--- config.mk ---
export PLATFORM = sky130hd
export DESIGN_NAME = cbc_decode
export DESIGN_NICKNAME = d
export VERILOG_FILES = /design/src/rtl/cbc_pkg.sv /design/src/rtl/cbc_decode.sv
export SDC_FILE = /design/constraint.sdc
export NUM_CORES = 1
export LEC_CHECK = 0
export BUFFER_PORTS_ARGS = -buffer_cell sky130_fd_sc_hd__buf_4
export CAP_MARGIN = 20
export CORE_MARGIN = 4
export CORE_UTILIZATION = 26
export DETAILED_ROUTE_END_ITERATION = 6
export PLACE_DENSITY = 0.82
export SLEW_MARGIN = 0
export SYNTH_ARGS = -nofsm -noshare
export SYNTH_HDL_FRONTEND = slang
export SYNTH_SLANG_ARGS = --single-unit
--- constraint.sdc ---
create_clock -name vclk -period 1.1
set_input_delay 0.165 -clock vclk [all_inputs]
set_output_delay 0.165 -clock vclk [all_outputs]
set_load 0.03 [all_outputs]
--- src/rtl/cbc_pkg.sv ---
package cbc_pkg;

   localparam int RAM_BANKS     = 4;
   localparam int ROM_BANK_BITS = 7;

   localparam int RAM_BANK_SIZE = 8192;
   localparam int RAM_DEPTH     = RAM_BANKS * RAM_BANK_SIZE;
   localparam int RAM_ADDR_W    = $clog2(RAM_DEPTH);
   localparam int OFFSET_W      = $clog2(RAM_BANK_SIZE);
   localparam int ROM_OFFSET_W  = 14;
   localparam int ROM_ADDR_W    = 21;
   localparam int BUS_ADDR_W    = 16;
   localparam int BANK_SEL_W    = 4;
   localparam int RTC_REGS      = 5;
   localparam int RTC_IDX_W     = $clog2(RTC_REGS);

   localparam logic [BANK_SEL_W-1:0] RAM_BANKS_SEL = BANK_SEL_W'(RAM_BANKS);
   localparam logic [BANK_SEL_W-1:0] RAM_SEL_LAST  = 4'h3;
   localparam logic [BANK_SEL_W-1:0] RTC_SEL_FIRST = 4'h8;
   localparam logic [BANK_SEL_W-1:0] RTC_SEL_LAST  = 4'hC;
   localparam logic [3:0]            ENABLE_KEY    = 4'hA;
   localparam logic [7:0]            BYTE_ONES     = 8'hFF;

   // top three address bits of the cartridge RAM window
   localparam logic [2:0] REGION_RAM = 3'b101;

   typedef enum logic [1:0] {
      REG_ENABLE   = 2'd0,
      REG_ROM_BANK = 2'd1,
      REG_RAM_BANK = 2'd2,
      REG_LATCH    = 2'd3
   } reg_sel_type;

   typedef enum logic [1:0] {
      SRC_ZERO,
      SRC_ONES,
      SRC_RTC,
      SRC_RAM
   } src_type;

   typedef struct packed {
      logic                     ram_enabled;
      logic [BANK_SEL_W-1:0]    ram_sel;
      logic [ROM_BANK_BITS-1:0] rom_page;
   } state_type;

   typedef struct packed {
      logic                  enable_we;
      logic                  rom_page_we;
      logic                  ram_sel_we;
      logic                  rtc_we;
      logic                  ram_we;
      logic                  ram_re;
      logic [RTC_IDX_W-1:0]  rtc_idx;
      logic [RAM_ADDR_W-1:0] ram_addr;
      src_type               src;
      logic                  rom_select;
      logic [ROM_ADDR_W-1:0] rom_address;
   } ctrl_type;

endpackage

--- src/rtl/cbc_decode.sv ---
module cbc_decode (
   input  logic                                 action,
   input  logic [cbc_pkg::BUS_ADDR_W-1:0]       address,
   input  cbc_pkg::state_type                   state,
   output cbc_pkg::ctrl_type                    ctrl
);

   logic        is_write;
   logic [3:0]  bank;
   cbc_pkg::reg_sel_type reg_sel;

   always_comb begin
      is_write = action;
      bank     = state.ram_sel;
      reg_sel  = cbc_pkg::reg_sel_type'(address[14:13]);

      ctrl             = '0;
      ctrl.src         = cbc_pkg::SRC_ZERO;
      ctrl.rtc_idx     = cbc_pkg::RTC_IDX_W'(bank - cbc_pkg::RTC_SEL_FIRST);
      ctrl.ram_addr    = cbc_pkg::RAM_ADDR_W'({bank[1:0],
                                               address[cbc_pkg::OFFSET_W-1:0]});

      if (address[15:13] == cbc_pkg::REGION_RAM) begin
         if (state.ram_enabled) begin
            if (bank <= cbc_pkg::RAM_SEL_LAST) begin
               if (bank < cbc_pkg::RAM_BANKS_SEL) begin
                  ctrl.ram_we = is_write;
                  ctrl.ram_re = !is_write;
                  if (!is_write) begin
                     ctrl.src = cbc_pkg::SRC_RAM;
                  end
               end else if (!is_write) begin
                  ctrl.src = cbc_pkg::SRC_ONES;
               end
            end else if (bank inside {[cbc_pkg::RTC_SEL_FIRST:cbc_pkg::RTC_SEL_LAST]}) begin
               ctrl.rtc_we = is_write;
               if (!is_write) begin
                  ctrl.src = cbc_pkg::SRC_RTC;
               end
            end else if (!is_write) begin
               ctrl.src = cbc_pkg::SRC_ONES;
            end
         end
      end else if (is_write) begin
         if (!address[15]) begin
            case (reg_sel)
               cbc_pkg::REG_ENABLE:   ctrl.enable_we   = 1'b1;
               cbc_pkg::REG_ROM_BANK: ctrl.rom_page_we = 1'b1;
               cbc_pkg::REG_RAM_BANK: ctrl.ram_sel_we  = 1'b1;
               cbc_pkg::REG_LATCH:    ;
               default:               ;
            endcase
         end
      end else if (!address[15]) begin
         ctrl.rom_select = 1'b1;
         if (!address[14]) begin
            ctrl.rom_address = cbc_pkg::ROM_ADDR_W'(address);
         end else begin
            ctrl.rom_address = cbc_pkg::ROM_ADDR_W'({state.rom_page,
                                                     address[cbc_pkg::ROM_OFFSET_W-1:0]});
         end
      end
   end

endmodule

Word-level counts from Yosys, hierarchy flattened
Index checks and enable logic that the tools add are counted.
Word-level totals
  word-level logic and storage cells: 35
  memory bits (read-only): 0
  bits in registers: 0
  bits in writable memories: 0
  bits in latches: 0
  memories kept: 0
  output and inout bits: 48
Operators by class
  mux-type cells: 24
  eq/ne operators: 3
  div/mod/pow operators: 0
  bitwise gates (word level): 0
  multiply operators: 0
  magnitude comparators: 4
  add/subtract/negate cells: 1
  shift-type cells: 0
  reduce and logical (&&, ||, !) cells: 3
Operators with widths (count)
  22-bit 2-to-1 mux: 3
  21-bit 2-to-1 mux: 1
  2-bit 2-to-1 mux: 9
  3-bit 2-to-1 mux: 5
  1-bit 2-to-1 mux: 6
  4-bit greater-or-equal comparator (second input constant): 1
  4-bit by 2-bit less-or-equal comparator with 1-bit output (second input constant): 1
  4-bit less-or-equal comparator (second input constant): 1
  4-bit by 3-bit less-than comparator with 1-bit output (second input constant): 1
  3-bit == test (second input constant): 1
  3-bit by 1-bit subtractor with 3-bit output (second input constant): 1
  2-bit by 1-bit == test with 1-bit output (second input constant): 1
  2-bit == test (second input constant): 1
  2-bit logical NOT: 1
  1-bit logical AND: 1
  1-bit logical NOT: 1

Depth between registers and ports, before layout
Gate-level depths: netlist of the first run.
  depth in word-level cells: 6
  mapped depth: 3

Worst setup path after synthesis of the first run
Ideal clock, no wire load.
  path type: in2out
  from: in address[14] (netlist bit)
  to: out ctrl[44] (netlist bit)
  arrival time: 1.487 ns
  stages: 2
  buffers on the path: 0
  path slack: -0.552 ns
  cell sequence: nand4b_1 nor4b_1
RTL lines
  start, declared: line cbc_decode.sv:3  | input logic [cbc_pkg::BUS_ADDR_W-1:0] address,
  end, declared: line cbc_decode.sv:5  | output cbc_pkg::ctrl_type ctrl

==> results of run 1 <==
worst paths after layout:
check	startpoint	endpoint	slack, ns	depth (start not counted)
max	state[7]	ctrl[23]	-0.07	4
min	address[2]	ctrl[26]	0.55	2
power groups by stage:
stage          Combinational (W)  Sequential, W  Clock (W)
4_1_cts                 0.000451              0          0
6_report                0.000469              0          0
3_5_place_dp            0.000447              0          0
3_3_place_gp            0.000440              0          0
5_1_grt                 0.000491              0          0
2_1_floorplan           0.000252              0          0
cell usage after synthesis (all sizes together):
cell     n  share of area, %
nor4     3               5.0
or3b     1               2.3
nor4b    3               7.0
a211oi   2               5.3
and3     7                12
and2    14                23
buf     19                37
nand4b   1               2.3
inv      2               2.0
nor2     1              0.99
o21ai    1               1.3
clkbuf   2               2.0
layout make-up:
type	instances	share of cell area, %
timing repair buffer	91	68.0
multi-input combinational	33	29.2
tap	15	1.77
inverter	2	1.06
placed cells by master (no fill, tap or decap):
cell	netlist	routed
buf_4	18	80
inv_1	2	1
nor4_4	0	1
buf_6	0	9
nor4b_4	0	3
nand4b_1	1	1
nor2_4	0	1
buf_8	0	1
a211oi_2	1	2
or3b_4	0	1
o21ai_0	1	1
buf_2	1	1
and3_1	7	7
nor4_2	0	2
and2_1	14	14
clkinvlp_4	0	1
metal layers:
layer | GRT usage [%] | vias up | wire, um
li1 | - | 315 | -
met1 | 13.1 | 287 | 589
met2 | 31.0 | 31 | 1160
met3 | 2.73 | 4 | 193
met4 | 1.70 | 0 | 41
met5 | 0 | - | 0
metrics by stage:
step	setup TNS (ns)	total power, W
finish	-0.150	0.000469
global route	-0.381	0.000491
detailed placement	-0.283	0.000447
CTS	-0.122	0.000451
global placement	-0.207	0.000440
floorplan	-0.767	0.000252
cells by family after synthesis:
| kind of cell | Yosys count |
|---|---|
| compound gates | 3 |
| simple gates | 30 |
| buf+inv | 23 |
what timing repair did:
| item | CTS | global route |
|---|---|---|
| resized for setup | 4 | 12 |
| setup endpoints to repair | 5 | 16 |
| endpoints found under the hold margin | 0 | 0 |
| hold buffers | 0 | 0 |
| pin swaps | 3 | 3 |
| setup buffers | 0 | 1 |
| gates cloned | 0 | 1 |
==> run_results.csv, run 1 <==
group,metric,value,unit
floorplan,die-area,0.00213,mm^2
global_route,grt-ovfl-total,0,
cells_and_area,multiInputGateArea,310,um^2
timing,whs,0.554,ns
timing,finalSetupViolations,5,
global_route,grt_pass1_wl,2.29,mm
run_status,violations,"setup timing",
floorplan,die_width,46.1,um
min_path,hold_path_class,"input port to primary output",
route,dr.pass1.iters,3,
run,cap_violations,0,
timing,slew_headroom,82.5,%
floorplan,die_y,46.1,um
cells_and_area,nets,157,
yosys,synth_compound_area_share,6.62,%
yosys,ys_types,14,
setup_path,cp-start-kind,"input port",
cells_and_area,register_area,0,um^2
timing,final.period_utilization,107,%
route,vias,637,
cells_and_area,final_util,79.6,%
setup_path,critPathCaptureType,"primary output",
cells_and_area,nClkBuffers,0,
route,drc,0,
timing,hold_viol_final,0,
cells_and_area,drive_gt1_share,81.0,%
timing,drv_slew,0,
setup_path,path_buf_inv,2,
global_route,grt_max_degree,13,
floorplan,coreArea,0.00133,mm^2
cells_and_area,nFillCells,98,
placement,hpwl,1.66,mm
setup_path,slowest_delay,0.39,ns
timing,finalWorstSetupSlack,-0.0741,ns
power_and_ir_drop,max-vdd-ir-drop,0.230,mV
power_and_ir_drop,power_frac_comb,100.0,%
yosys,ys_warn_count,0,
power_and_ir_drop,power.switching,0.000250,W
global_route,grt_pass1_vias,521,
power_and_ir_drop,swShare,53.3,%
floorplan,io_pins,77,
setup_path,criticalPathCategory,"input port to primary output",
placement,port_buffers,77,
yosys,synthCells,56,
power_and_ir_drop,sequentialPowerShare,0,%
power_and_ir_drop,internal_power,0.000219,W
yosys,synth-simple-area-share,52.3,%
yosys,synth_xor_area_share,0,%
floorplan,start_util,28.3,%
cells_and_area,synthToLayoutAreaGrowth,181,%
route,vias_per_cell,4.52,
global_route,antenna_found_initial,0,
setup_path,crit_required,0.94,ns
setup_path,path_max_fanout,3,
cells_and_area,design.seq.count,0,
timing,rsz0062_at_grt,"true",
yosys,synth_top_family_by_area,"simple AND/OR/NAND/NOR gates",
global_route,grt_use_total,14.2,%
yosys,avgSynthCellArea,6.75,um^2
placement,dp_slack,-0.129,ns
setup_path,cp.arrival,1.01,ns
timing,worst_slew_pin_slew,0.259,ns
cells_and_area,fin_area,0.00106,mm^2
run_status,status,"complete, but fails checks",
floorplan,row_count,13,
setup_path,path_cells,"buf_6 > or3b_4 > a211oi_2 > buf_4",
power_and_ir_drop,powerDensity,441,mW/mm^2
route,postRouteAntennaNets,0,
route,wl,1.99,mm
cells_and_area,n_antenna_cell,0,
timing,fmax,852,MHz
timing,fin_crit,1.17,ns
yosys,synth_mux_area_share,0,%
placement,dp.cells,139,
yosys,ys_seq_area_share,0,%
route,routedWlPerCell,14.1,um
yosys,syn_nets,85,
placement,gp_congestion,0.749,
yosys,synth_area,378,um^2
cells_and_area,instances_no_fill,141,
power_and_ir_drop,p_clk_share,0,%
yosys,synthAdderAreaFrac,0,%
power_and_ir_drop,leakage,0.590,nW
route,drtIter0Drc,8,
placement,place_area,995,um^2
setup_path,slowest_stage,"or3b_4",
setup_path,cpLargestDelayFamily,"simple AND/OR/NAND/NOR gates",
Note: power is estimated with default switching activity, not from simulation.
==> run 2, diff against run 1 <==
--- a/config.mk
+++ b/config.mk
@@ -11,7 +11,9 @@
 export CORE_UTILIZATION = 26
 export DETAILED_ROUTE_END_ITERATION = 6
 export PLACE_DENSITY = 0.82
+export REMOVE_ABC_BUFFERS = 1
 export SLEW_MARGIN = 0
 export SYNTH_ARGS = -nofsm -noshare
 export SYNTH_HDL_FRONTEND = slang
 export SYNTH_SLANG_ARGS = --single-unit
+export TNS_END_PERCENT = 1
==> run 2 against run 1 <==
Net effect: the flow still finishes with violations (setup timing); cell count is 2.1% lower; global-route usage is 2.3 points higher; first-iteration DRC count fell by 25%; critical path depth stayed put; fmax shrank 1.7%; via count shrank 5.3%; combinational power fell by 4.7%; power shrank 4.7%; critical endpoint is now ctrl[22]; largest cell class unchanged.
==> run_results.csv, run 2 (synthesis gave the netlist of run 1 again) <==
group,metric,value,unit
cells_and_area,final_util,74.5,%
route,drtIter0Drc,6,
setup_path,crit_required,0.94,ns
floorplan,die-area,0.00213,mm^2
global_route,antenna_found_initial,0,
timing,fmax,837,MHz
floorplan,start_util,28.3,%
route,postRouteAntennaNets,0,
cells_and_area,final_cell_mix,"buf_4, and2_1, and3_1",
route,wl,2.04,mm
global_route,grt_pass1_wl,2.70,mm
global_route,grt_pass1_vias,618,
floorplan,die_width,46.1,um
global_route,grt_max_degree,14,
cells_and_area,instances_no_fill,138,
power_and_ir_drop,total_power,0.000447,W
timing,finalSetupViolations,8,
placement,hpwl,1.72,mm
setup_path,critPathCaptureType,"primary output",
route,vias,603,
cells_and_area,nFillCells,93,
placement,dp_slack,-0.135,ns
route,dr.pass1.iters,2,
setup_path,cpLargestDelayFamily,"buffers and inverters",
run_status,status,"complete, but fails checks",
floorplan,io_pins,77,
setup_path,slowest_stage,"a211oi_1",
placement,gp_congestion,0.735,
run,cap_violations,0,
timing,slew_headroom,79.6,%
min_path,hold_path_class,"input port to primary output",
min_path,holdPathStages,2,
global_route,grt_use_total,16.5,%
setup_path,cp_num_cells,4,
run_status,violations,"setup timing",
timing,hold_viol_final,0,
floorplan,die_y,46.1,um
route,vias_per_cell,4.37,
power_and_ir_drop,leakage,0.563,nW
cells_and_area,drive_gt1_share,78.9,%
placement,dp.cells,138,
setup_path,slowest_delay,0.31,ns
route,routedWlPerCell,14.8,um
placement,place_area,910,um^2
cells_and_area,design.seq.count,0,
setup_path,criticalPathCategory,"input port to primary output",
setup_path,cp-start-kind,"input port",
cells_and_area,fin_area,993,um^2
setup_path,path_cells,"buf_6 > nand4b_1 > a211oi_1 > buf_4",
timing,worst_slew_pin_slew,0.306,ns
placement,port_buffers,77,
setup_path,path_buf_inv,2,
cells_and_area,nets,154,
power_and_ir_drop,max-vdd-ir-drop,0.220,mV
floorplan,row_count,13,
route,drc,0,
cts,ctsHoldBuffers,0,
power_and_ir_drop,powerDensity,450,mW/mm^2
cells_and_area,register_area,0,um^2
setup_path,cp.arrival,1.03,ns
cells_and_area,final_common_cell,"buf_4",
timing,fin_crit,1.19,ns
timing,final.period_utilization,109,%
timing,drv_slew,0,
cells_and_area,multiInputGateArea,292,um^2
setup_path,path_max_fanout,3,
global_route,grt-ovfl-total,0,
cells_and_area,nClkBuffers,0,
floorplan,coreArea,0.00133,mm^2
timing,rsz0062_at_grt,"true",
cells_and_area,n_antenna_cell,0,
timing,finalWorstSetupSlack,-0.0945,ns
cells_and_area,synthToLayoutAreaGrowth,163,%
[run 2: cell count changes in the layout (fill, tap and decap cells not counted), sizes merged]
cell	before	now
buf	91	88
clkinvlp	1	0
inv	1	2
[run 2: what timing repair did]
action / 4_1_cts / 5_1_grt
gates resized for setup: 6 / 10
endpoints found under the setup margin: 8 / 15
pin swaps: 2 / 1
setup buffers: 0 / 0
[run 2: path summary, 6_finish.rpt]
| kind | slack (ns) | endpoint | start |
|---|---|---|---|
| setup / recovery | -0.09 | ctrl[22] | address[14] |
| hold / removal | 0.56 | ctrl[24] | address[0] |
[run 2: area by class of cell]
type / count / share of cell area, %
Timing Repair Buffer: 88 / 68.0
Multi-Input combinational cell: 33 / 29.3
Tap cell: 15 / 1.89
Inverter: 2 / 0.756
[run 2: per-stage QoR]
| stage | setup TNS [ns] | hold slack (ns) |
|---|---|---|
| finish | -0.387 | 0.556 |
| global route | -0.939 | 0.562 |
| CTS | -0.265 | 0.557 |
| detailed placement | -0.546 | 0.557 |
| global placement | -0.381 | 0.555 |
| floorplan | -12.89 | 0.330 |
[run 2: routing by layer]
metal  part of all wire, %  global-route usage (%)
met1                    31                    16.8
met2                    63                    36.8
met3                   6.2                   0.781
met4                     0                       0
met5                     0                       0
[run 2: report_power, final]
| part | switching, W | leakage, nW | internal [W] |
|---|---|---|---|
| clock network | 0 | 0 | 0 |
| registers | 0 | 0 | 0 |
| logic | 0.000245 | 0.563 | 0.000202 |
| total | 0.000245 | 0.563 | 0.000202 |
