--- config.mk ---
export PLATFORM = sky130hd
export DESIGN_NAME = cbc_regs
export DESIGN_NICKNAME = d
export VERILOG_FILES = /design/src/rtl/cbc_pkg.sv /design/src/rtl/cbc_regs.sv
export SDC_FILE = /design/constraint.sdc
export NUM_CORES = 1
export LEC_CHECK = 0
export BUFFER_PORTS_ARGS = -buffer_cell sky130_fd_sc_hd__clkbuf_2
export CORE_MARGIN = 2
export CORE_UTILIZATION = 40
export DETAILED_ROUTE_END_ITERATION = 10
export PLACE_DENSITY = 0.73
export REMOVE_ABC_BUFFERS = 1
export SYNTH_ARGS = -nofsm -noshare
export SYNTH_HDL_FRONTEND = slang
export SYNTH_SLANG_ARGS = --single-unit
--- constraint.sdc ---
create_clock -name clock -period 1.65 [get_ports clock]
set_input_delay 0.2475 -clock clock [delete_from_list [all_inputs] [get_ports clock]]
set_output_delay 0.2475 -clock clock [all_outputs]
set_load 0.02 [all_outputs]
--- src/rtl/cbc_pkg.sv ---
package cbc_pkg;

   localparam int RAM_BANKS     = 4;
   localparam int ROM_BANK_BITS = 7;

   localparam int RAM_BANK_SIZE = 8192;
   localparam int RAM_DEPTH     = RAM_BANKS * RAM_BANK_SIZE;
   localparam int RAM_ADDR_W    = $clog2(RAM_DEPTH);
   localparam int OFFSET_W      = $clog2(RAM_BANK_SIZE);
   localparam int ROM_OFFSET_W  = 14;
   localparam int ROM_ADDR_W    = 21;
   localparam int BUS_ADDR_W    = 16;
   localparam int BANK_SEL_W    = 4;
   localparam int RTC_REGS      = 5;
   localparam int RTC_IDX_W     = $clog2(RTC_REGS);

   localparam logic [BANK_SEL_W-1:0] RAM_BANKS_SEL = BANK_SEL_W'(RAM_BANKS);
   localparam logic [BANK_SEL_W-1:0] RAM_SEL_LAST  = 4'h3;
   localparam logic [BANK_SEL_W-1:0] RTC_SEL_FIRST = 4'h8;
   localparam logic [BANK_SEL_W-1:0] RTC_SEL_LAST  = 4'hC;
   localparam logic [3:0]            ENABLE_KEY    = 4'hA;
   localparam logic [7:0]            BYTE_ONES     = 8'hFF;

   // top three address bits of the cartridge RAM window
   localparam logic [2:0] REGION_RAM = 3'b101;

   typedef enum logic [1:0] {
      REG_ENABLE   = 2'd0,
      REG_ROM_BANK = 2'd1,
      REG_RAM_BANK = 2'd2,
      REG_LATCH    = 2'd3
   } reg_sel_type;

   typedef enum logic [1:0] {
      SRC_ZERO,
      SRC_ONES,
      SRC_RTC,
      SRC_RAM
   } src_type;

   typedef struct packed {
      logic                     ram_enabled;
      logic [BANK_SEL_W-1:0]    ram_sel;
      logic [ROM_BANK_BITS-1:0] rom_page;
   } state_type;

   typedef struct packed {
      logic                  enable_we;
      logic                  rom_page_we;
      logic                  ram_sel_we;
      logic                  rtc_we;
      logic                  ram_we;
      logic                  ram_re;
      logic [RTC_IDX_W-1:0]  rtc_idx;
      logic [RAM_ADDR_W-1:0] ram_addr;
      src_type               src;
      logic                  rom_select;
      logic [ROM_ADDR_W-1:0] rom_address;
   } ctrl_type;

endpackage

--- src/rtl/cbc_regs.sv ---
module cbc_regs (
   input  logic                             clock,
   input  logic                             reset,
   input  logic                             fire,
   input  cbc_pkg::ctrl_type                ctrl,
   input  logic [7:0]                       write_data,
   output cbc_pkg::state_type               state,
   output logic [7:0]                       rtc_rdata
);

   logic                              ram_enabled_ff;
   logic [cbc_pkg::BANK_SEL_W-1:0]    ram_sel_ff;
   logic [cbc_pkg::ROM_BANK_BITS-1:0] rom_page_ff;
   logic [7:0]                        rtc_ff [cbc_pkg::RTC_REGS];
   logic [cbc_pkg::ROM_BANK_BITS-1:0] rom_page_in;

   always_comb begin
      rom_page_in = write_data[cbc_pkg::ROM_BANK_BITS-1:0];
      if (rom_page_in == '0) begin
         rom_page_in = cbc_pkg::ROM_BANK_BITS'(1);
      end
   end

   always_ff @(posedge clock) begin
      if (reset) begin
         ram_enabled_ff <= 1'b0;
         ram_sel_ff     <= '0;
         rom_page_ff    <= cbc_pkg::ROM_BANK_BITS'(1);
         for (int i = 0; i < cbc_pkg::RTC_REGS; i++) begin
            rtc_ff[i] <= '0;
         end
      end else if (fire) begin
         if (ctrl.enable_we) begin
            ram_enabled_ff <= (write_data[3:0] == cbc_pkg::ENABLE_KEY);
         end
         if (ctrl.rom_page_we) begin
            rom_page_ff <= rom_page_in;
         end
         if (ctrl.ram_sel_we) begin
            ram_sel_ff <= write_data[cbc_pkg::BANK_SEL_W-1:0];
         end
         if (ctrl.rtc_we) begin
            rtc_ff[ctrl.rtc_idx] <= write_data;
         end
      end
   end

   assign state.ram_enabled = ram_enabled_ff;
   assign state.ram_sel     = ram_sel_ff;
   assign state.rom_page    = rom_page_ff;
   assign rtc_rdata         = rtc_ff[ctrl.rtc_idx];

endmodule

* Yosys cells after proc, flatten, opt, wreduce, memory -nomap -nowiden *
Memory sizes are Yosys's and may differ from the RTL's.
Cells that the tools add are included.
W data, S select, Z words.

word-level totals
  bits in registers = 12
  memory bits (writable) = 40
  output and inout bits = 20
  word-level logic and storage cells = 20
  memories = 1

memories
  name    depth  width  read ports  clocked after memory_dff  write ports  line            RTL
  rtc_ff  5      8      1           0                         5            cbc_regs.sv:14  logic [7:0] rtc_ff [cbc_pkg::RTC_REGS];

operators by class
  equality and inequality tests = 1
  multiplexer cells = 10
  reductions and logical operators = 5

operator list
  kind                  count
  $mux W8               1
  $reduce_or A8 Y1      1
  $logic_not A7 Y1      1
  $mux W1               7
  $mux W7               1
  $reduce_and A2 Y1     3
  $eq A4 B4 Y1 const B  1
  $mux W3               1

* Longest topological paths before layout *
Gate-level depths: netlist (run 1).

  word-level depth = 6
  mapped depth = 5

* Worst setup path before layout (run 1) *
No wires, ideal clock.

  kind = input -> output
  start point = input port ctrl[40] in the netlist's numbering
  end point = output port rtc_rdata[2]
  arrival time = 1.299 ns
  data required time = 1.402 ns
  path slack = 0.103 ns
  stages on the path = 4
  cell sequence = buf_6 > buf_12 > mux4_2 > mux2_2

between the ends
  cells in the longest elaborated chain, start to end = 1

RTL lines
  what           line           RTL
  from (decl)    cbc_regs.sv:5  input cbc_pkg::ctrl_type ctrl,
  $mem_v2 Z5 W8  n/a
  to (decl)      cbc_regs.sv:8  output logic [7:0] rtc_rdata

No other way between the ends.

* Worst setup path after layout (run 1) *
  start point = memory rtc_ff[4][0]
  end point = output port rtc_rdata[0]

between the ends
  cells in the longest elaborated chain, start to end = 1

RTL lines
  what           line
  from (decl)    cbc_regs.sv:14
  $mem_v2 Z5 W8  n/a

No other way between the ends.

==> impl_metrics.tcl, run 1 <==
set metrics [dict create \
    use_met1_pct 22.49 \
    io_pins 79 \
    powerDensity_mw_per_mm2 937.0 \
    critical_path_class "reg2out" \
    yosysTopAreaCell "edfxtp_1" \
    ir_drop_uv 492.5 \
    fin_crit_sh_pct 115.2 \
    path_depth 3 \
    fmax_mhz 526.2 \
    critPathTopFamily "multiplexers" \
    outcome "complete, but fails checks" \
    slew_headroom_pct 76.16 \
    postCtsHoldBufs 0 \
    crit_path_start_kind "register" \
    detail_route.wl_per_cell_um 17.55 \
    synth_top_area_share_pct 58.45 \
    p_switching_uw 894.4 \
    synth_area_per_cell_um2 14.88 \
    reg2reg_slack_ps 970 \
    maxCapViolCount 0 \
    worstMarginPinSlew_ps 348.6 \
    dieArea_mm2 0.008961 \
    drive_above_1_share_pct 36.08 \
    fin_nets 346 \
    global_route.usage.met3_pct 3.113 \
    clock-sinks 76 \
    grt_setup_unrepaired "yes" \
    drc 0 \
    p_int_uw 2904 \
    antennaDiodeCount 0 \
    startpoint "rtc_ff[4][0]" \
    drtPass1Iterations 4 \
    crit_arrival_ps 1650 \
    crit_fanout 1 \
    ant_nets 0 \
    yosysUniqueCellTypes 33 \
    antenna_found_initial 0 \
    setup_viol 7 \
    drv_slew 0 \
    p_sw_share_pct 23.54 \
    skew_ps 0 \
    grt_pass1_vias 2130 \
    fin_cells 396 \
    dp_hpwl_um 4750 \
    cts_buffers 9 \
    clk_pin_slew_worst_paths_ps 70 \
    dieHeight_um 94.67 \
    hold_path.class "in2reg" \
    critPathCaptureType "output port" \
    start_util_pct 40.63 \
    finalCriticalPeriod_ps 1900 \
    synthTopCellsByArea "edfxtp_1 (58%), mux4_2 (8.9%), and2_1 (7.8%)" \
    endpoint "rtc_rdata[0]" \
    cts_buffer_depth 2 \
    clock_latency_ps 340 \
    fin_ws_ps -250.3 \
    violations "setup timing" \
    core_mm2 0.008093 \
    cts_tree "done" \
    finalHoldViolCount 0 \
    gr-total-overflow 0 \
    grt_pass1_wl_um 10940 \
    io_buffers 37 \
    cp_cell_sequence "mux4_2 -> mux2_4 -> buf_6" \
    r2r_start "rom_page_ff[0]" \
    h-tree-depth 3 \
    cpMaxStageDelayCell "mux4_2" \
    combPwrFrac_pct 12.1 \
    critPathMaxStageDelay_ps 500 \
    leakagePower_uw 0.001520 \
    wirelength_um 6951 \
    hp-start "ctrl[47]" \
    gp_congestion 0.7714 \
    post_cts.repair.setup_buffers 0 \
    final_cell_mix "edfxtp_1 (64), and2_1 (41), clkbuf_2 (29)" \
    grtUsageMet2_pct 27.90 \
    setup_tns_ps -1569 \
    area_growth_pct 23.29 \
    nFillCells 705 \
    dr_total_vias 2050 \
    grt_use_total_pct 17.03 \
    required_ps 1400 \
    final_common_cell "edfxtp_1" \
    rows 33 \
    clkPwrFrac_pct 30.6 \
    power_uw 3799 \
    reg2reg_depth 2 \
    clock-root-buffer "clkbuf_8" \
    rr_endpoint "rom_page_ff[0]" \
    mappedNetlistArea_mm2 0.003288 \
    pwr-share-seq_pct 57.3 \
    dp_cells 381 \
    busiest_layer "met2" \
    die_width_um 94.67 \
    cp.buffers_inverters 1 \
    dr.first_iter.drc_count 142 \
    syn_inst 221 \
    ys_warn_count 0 \
    grt_max_degree 23 \
    ys_ff_latch 76 \
    yosysSeqAreaShare_pct 65.75 \
    via_per_inst 5.177 \
]
worst reg2reg max path, delay by kind of cell (launching register included):
kind / cells / cell delay (ps)
flip-flops: 1 / 320
AND/OR/NAND/NOR: 2 / 240
Yosys cell counts (all sizes together):
cell	count
edfxtp	64
nor4	1
mux2	7
inv	3
a21oi	11
and2	41
nand2b	2
o221ai	1
nand4bb	1
a211oi	1
nor3	3
dfxtp	12
o221a	1
buf	8
nor3b	1
mux4	14
a31oi	2
nand4b	1
clkbuf	3
nor2	9
or2	5
a2111oi	1
nand2	21
nor4bb	2
nand3	5
and3	1
worst min-delay path by stage:
stage               slack [ps]  cells after the start              to
floorplan                  320                      1  ram_enabled_ff
global placement           440                      2  rom_page_ff[3]
detailed placement         450                      2  rom_page_ff[3]
CTS                        160                      3  ram_enabled_ff
global route               200                      1    rtc_ff[6][7]
finish                     170                      3  ram_enabled_ff
layout make-up:
class | count | area (um2) | area share [%]
sequential | 76 | 2162 | 53.33
multi-input combinational | 131 | 1057 | 26.08
timing repair buffer | 66 | 535.5 | 13.21
tap | 105 | 131.4 | 3.241
clock buffer | 9 | 123.9 | 3.056
clock inverter | 6 | 32.53 | 0.8025
inverter | 3 | 11.26 | 0.2778
timing repair:
action | in CTS | in global routing
resized for setup | 10 | 18
gates cloned | 0 | 0
setup endpoints to repair | 8 | 8
pin swaps | 1 | 3
per-stage QoR:
step	area, um2	hold slack, ps	util, %	setup WS, ps
4_1_cts	4016	162.5	49.63	-284.0
6_report	4054	172.1	50.09	-250.3
2_1_floorplan	3209	316.6	-	277.6
5_1_grt	4054	204.1	50.09	-293.4
3_5_place_dp	3819	450.6	47.19	-143.7
3_3_place_gp	3819	443.8	47.19	-148.8
power by group through the flow:
stage,Combinational (uW),Sequential [uW],Clock [uW]
detailed placement,417,2220,0
global placement,409,2210,0
floorplan,178,2230,0
finish,459,2180,1160
global route,491,2180,1270
CTS,438,2180,1190
routing by layer:
metal  vias to the layer above  share of wire [%]
li1                        950                  -
met1                      1036                 44
met2                        54                 50
met3                        10                4.3
met4                         0                1.4
met5                         -                  0
registers in the layout, indices dropped and copies added (netlist names):
name / cells
rom_page_ff: 7
ram_sel_ff: 4
rtc_ff: 64
ram_enabled_ff: 1
kinds of logic after synthesis:
| kind of cell | count (synthesis) | synth area share (%) |
|---|---|---|
| AOI/OAI and AO/OA | 17 | 3.158 |
| buffers and inverters | 14 | 2.740 |
| DFF | 76 | 65.75 |
| muxes | 21 | 12.44 |
| and+or+nand+nor | 93 | 15.91 |
Power figures use the tool's default switching activity.
==> run 2: changes to the inputs <==
Settings changed: ABC_AREA from default to 1, CAP_MARGIN from default to 5, PLACE_DENSITY 0.73 to 0.72.
==> impl_metrics.tcl, run 2 <==
set metrics [dict create \
    dr.first_iter.drc_count 189 \
    die_width_um 97.24 \
    drc 0 \
    rows 34 \
    powerDensity_mw_per_mm2 958.4 \
    worstMarginPinSlew_ps 396.7 \
    ir_drop_uv 449.0 \
    nFillCells 813 \
    post_cts.repair.setup_buffers 0 \
    gp_congestion 0.7990 \
    outcome "completed" \
    clock-sinks 76 \
    cts_buffers 9 \
    grt_pass1_vias 2629 \
    via_per_inst 4.972 \
    clk_pin_slew_worst_paths_ps 70 \
    maxCapViolCount 0 \
    synth_area_per_cell_um2 9.579 \
    dieArea_mm2 0.009455 \
    cts_buffer_depth 2 \
    crit_arrival_ps 1310 \
    grt_max_degree 22 \
    drive_above_1_share_pct 22.93 \
    wirelength_um 7942 \
    dieHeight_um 97.24 \
    gr-total-overflow 0 \
    setup_tns_ps 0 \
    area_growth_pct 16.30 \
    yosysUniqueCellTypes 21 \
    dr_total_vias 2640 \
    synth_enable_flop_cells 64 \
    ys_warn_count 0 \
    r2r_start "rom_page_ff[2]" \
    clock-root-buffer "clkbuf_8" \
    reg2reg_depth 2 \
    fin_crit_sh_pct 94.41 \
    power_uw 3876 \
    async_flop_share_pct 0 \
    antenna_found_initial 0 \
    drv_slew 0 \
    yosysTopAreaCell "edfxtp_1" \
    crit_path_start_kind "register" \
    reg2reg_slack_ps 990 \
    hold_depth 1 \
    clock_latency_ps 350 \
    synthFlopType "edfxtp_1" \
    hold_path.class "in2reg" \
    grt_setup_unrepaired "yes" \
    top_register "rtc_ff" \
    final_cell_mix "nand2_1 (156), edfxtp_1 (64), nor2_1 (43)" \
    skew_ps 0 \
    reg_top3 "rtc_ff: 64 flops, rom_page_ff: 7 flops, ram_sel_ff: 4 flops" \
    fmax_mhz 642.0 \
    leakagePower_uw 0.001800 \
    ys_ff_latch 76 \
    critPathCaptureType "output port" \
    finalHoldViolCount 0 \
    synthTopCellsByCount "nand2_1 (157), edfxtp_1 (64), nor2_1 (43)" \
    mappedNetlistArea_mm2 0.003477 \
    crit_fanout 1 \
    holdWs_ps 122.2 \
    synth_top_area_share_pct 55.27 \
    dp_hpwl_um 5669 \
    required_ps 1400 \
    ant_nets 0 \
    antennaDiodeCount 0 \
    start_util_pct 40.46 \
    h-tree-depth 3 \
    drtPass1Iterations 4 \
    detail_route.wl_per_cell_um 14.96 \
    grt_use_total_pct 17.78 \
    io_buffers 37 \
    critical_path_class "reg2out" \
    largest_register_ffs 64 \
    final_common_cell "nand2_1" \
    synthMostInstantiatedCell "nand2_1" \
    io_pins 79 \
    finalCriticalPeriod_ps 1558 \
    core_mm2 0.008593 \
    fin_nets 477 \
    hp-start "write_data[0]" \
    cts_tree "done" \
    setup_viol 0 \
    hold_end "rtc_ff[7][0]" \
    rr_endpoint "rom_page_ff[2]" \
    synthTopCellsByArea "edfxtp_1 (55%), nand2_1 (17%), dfxtp_1 (6.9%)" \
    syn_inst 363 \
    grt_pass1_wl_um 13090 \
    slew_headroom_pct 73.52 \
    yosysSeqAreaShare_pct 62.18 \
]
-- run 2: changes by cell type in the layout (fill, tap and decap cells not counted), sizes merged, moves of 5 or more --
cell,before,now
nand2,21,158
nor2,9,54
and2,41,0
mux4,14,0
inv,3,16
buf,37,25
o21ai,0,11
clkbuf,38,47
nand4,0,9
mux2,7,0
nand3,5,10
or2,5,0
-- run 2: kinds of logic after synthesis --
family                 synth area share, %
buffers and inverters                5.218
and+or+nand+nor                      29.29
AOI/OAI and AO/OA                    3.311
DFF                                  62.18
-- run 2: critical path: stages, from the launching register on --
cell and delay, ps:
edfxtp_1 380, inv_1 70, nand2_1 40, nand2_1 70, nor2_1 40, nor2_1 110
nand2_1 90, buf_4 170
-- run 2: how the worst max path moves through the flow --
stage | depth (start not counted) | start | to
5_1_grt | 7 | rtc_ff[6][3] | rtc_rdata[3]
3_5_place_dp | 10 | ctrl[39] | rtc_rdata[3]
4_1_cts | 7 | rtc_ff[5][6] | rtc_rdata[6]
3_3_place_gp | 10 | ctrl[39] | rtc_rdata[2]
6_report | 7 | rtc_ff[5][6] | rtc_rdata[6]
2_1_floorplan | 3 | ctrl[39] | rtc_ff[6][0]
-- run 2: area by class of cell --
| type | count | area, um2 | area share, % |
|---|---|---|---|
| Clock buffer | 12 | 145.1 | 3.589 |
| Clock inverter | 4 | 25.02 | 0.6188 |
| Inverter | 17 | 63.81 | 1.578 |
| Multi-Input combinational cell | 254 | 1136 | 28.09 |
| Sequential cell | 76 | 2162 | 53.47 |
| Tap cell | 108 | 135.1 | 3.342 |
| Timing Repair Buffer | 60 | 376.6 | 9.313 |
-- run 2: layer usage --
| metal | track usage (%) | up-vias | part of all wire, % |
|---|---|---|---|
| li1 | - | 1293 | - |
| met1 | 24.09 | 1251 | 45 |
| met2 | 28.10 | 86 | 48 |
| met3 | 4.388 | 10 | 6.1 |
| met4 | 6.197 | 0 | 1.4 |
| met5 | 0 | - | 0 |
-- run 2: report_power, final --
group	total, uW	switching, uW	internal, uW	leakage, uW
logic	454	317	137	0.00102
clock network	1240	653	582	0.0000824
registers	2190	27.1	2160	0.000697
total	3880	997	2880	0.00180
-- run 2: through the flow --
stage | utilization, % | cell area [um2] | cells | worst slack (ps)
6_report | 47.06 | 4044 | 531 | 92.28
5_1_grt | 47.06 | 4044 | 531 | -18.42
4_1_cts | 46.96 | 4035 | 531 | 72.21
3_5_place_dp | 44.98 | 3865 | 515 | 87.42
3_3_place_gp | 44.98 | 3865 | 515 | 117.4
2_1_floorplan | - | 3359 | 347 | 165.7
-- run 2: what timing repair did --
action	CTS	global route
gates resized for setup	0	5
setup endpoints to repair	0	3
hold buffers	0	0
==> run 3: changes to the inputs <==
Settings changed: PLACE_DENSITY 0.72 to 0.73.
==> impl_metrics.tcl, run 3 (same netlist as run 2, synthesis figures left out) <==
set metrics [dict create \
    antennaDiodeCount 0 \
    hold_path.class "in2reg" \
    slew_headroom_pct 72.03 \
    fin_cells 527 \
    h-tree-depth 3 \
    grt_max_degree 21 \
    rows 34 \
    critical_path_class "in2out" \
    grt_setup_unrepaired "no" \
    p_int_uw 2848 \
    drv_slew 0 \
    p_switching_uw 1024 \
    critPathMaxStageDelay_ps 350 \
    top_register "rtc_ff" \
    area_growth_pct 15.76 \
    cts_tree "done" \
    wirelength_um 7567 \
    clock-root-buffer "clkbuf_8" \
    ir_drop_uv 580.7 \
    clock-sinks 76 \
    skew_ps 0 \
    power_uw 3871 \
    final_cell_mix "nand2_1 (157), edfxtp_1 (64), nor2_1 (43)" \
    setup_viol 0 \
    p_sw_share_pct 26.44 \
    clk_pin_slew_worst_paths_ps 70 \
    via_per_inst 4.843 \
    dp_hpwl_um 5237 \
    core_mm2 0.008593 \
    critPathCaptureType "output port" \
    fmax_mhz 633.5 \
    dp_cells 510 \
    crit_fanout 15 \
    reg_top3 "rtc_ff: 64 flops, rom_page_ff: 7 flops, ram_sel_ff: 4 flops" \
    io_buffers 37 \
    dr_total_vias 2552 \
    grt_pass1_wl_um 12320 \
    finalHoldViolCount 0 \
    gr-total-overflow 0 \
    cp.buffers_inverters 3 \
    cts_buffer_depth 2 \
    grt_use_total_pct 17.07 \
    pwr-share-seq_pct 56.5 \
    grt_pass1_vias 2412 \
    fin_crit_sh_pct 95.67 \
    detail_route.wl_per_cell_um 14.36 \
    drc 0 \
    drive_above_1_share_pct 22.20 \
    cpMaxStageDelayCell "clkbuf_2" \
    required_ps 1400 \
    dieArea_mm2 0.009455 \
    worstMarginPinSlew_ps 418.5 \
    drtPass1Iterations 4 \
    crit_top_cell "nand2_1" \
    powerDensity_mw_per_mm2 961.8 \
    critPathTopFamily "buffers and inverters" \
    largest_register_ffs 64 \
    ant_nets 0 \
    maxCapViolCount 0 \
    io_pins 79 \
    fin_nets 473 \
    finalCriticalPeriod_ps 1579 \
    crit_arrival_ps 1330 \
    gp_congestion 0.8155 \
    cp_cell_sequence "clkbuf_2 -> buf_4 -> nand4_1 -> nand2_1 -> nor2_1 -> nand2_1 -> buf_6" \
    leakagePower_uw 0.001781 \
    crit_path_start_kind "input port" \
    antenna_found_initial 0 \
    clock_latency_ps 360 \
    final_common_cell "nand2_1" \
    dr.first_iter.drc_count 135 \
    outcome "completed" \
    dieHeight_um 97.24 \
    setup_tns_ps 0 \
    start_util_pct 40.46 \
    dp_slack_ps 27.22 \
    clkPwrFrac_pct 31.9 \
    die_width_um 97.24 \
    fin_ws_ps 71.40 \
    combPwrFrac_pct 11.6 \
    cts_buffers 9 \
]
## run 3: power groups by stage
stage / Sequential, uW / Combinational [uW] / Clock [uW]
6_report: 2190 / 449 / 1240
4_1_cts: 2190 / 445 / 1260
5_1_grt: 2200 / 501 / 1330
3_3_place_gp: 2230 / 436 / 0
2_1_floorplan: 2250 / 222 / 0
3_5_place_dp: 2230 / 442 / 0
## run 3: repair_timing
action,4_1_cts,5_1_grt
setup endpoints to repair,0,4
hold buffers,0,0
gates resized for setup,0,6
setup buffers,0,1
## run 3: final timing paths
path / startpoint / to / slack [ps] / depth (start not counted)
worst max-delay path: ctrl[40] / rtc_rdata[6] / 70 / 7
worst min-delay path: write_data[0] / rtc_ff[7][0] / 120 / 1
worst max register to register: rom_page_ff[1] / rom_page_ff[1] / 990 / 2
worst min register to register: rom_page_ff[0] / rom_page_ff[0] / 520 / 2
## run 3: cell type report
type                       instances  area, um2
clock buffer                      11      131.4
sequential                        76       2162
inverter                          17      66.31
timing repair buffer              56      359.1
clock inverter                     5      37.54
fill                             817       4568
tap                              108      135.1
multi-input combinational        254       1134
## run 3: through the flow
stage          utilization (%)  hold WS (ps)  area [um2]
6_report                 46.84         115.0        4025
5_1_grt                  46.84         111.3        4025
4_1_cts                  46.65         112.9        4009
3_5_place_dp             44.69         481.0        3840
3_3_place_gp             44.69         469.3        3840
2_1_floorplan                -         343.0        3359
## run 3: metal layers
| layer | wire, um | vias to the layer above | track usage, % |
|---|---|---|---|
| met5 | 0 | - | 0 |
| met4 | 159 | 0 | 6.410 |
| met3 | 524 | 15 | 5.180 |
| met2 | 3364 | 78 | 25.80 |
| met1 | 3519 | 1170 | 23.36 |
| li1 | - | 1289 | - |
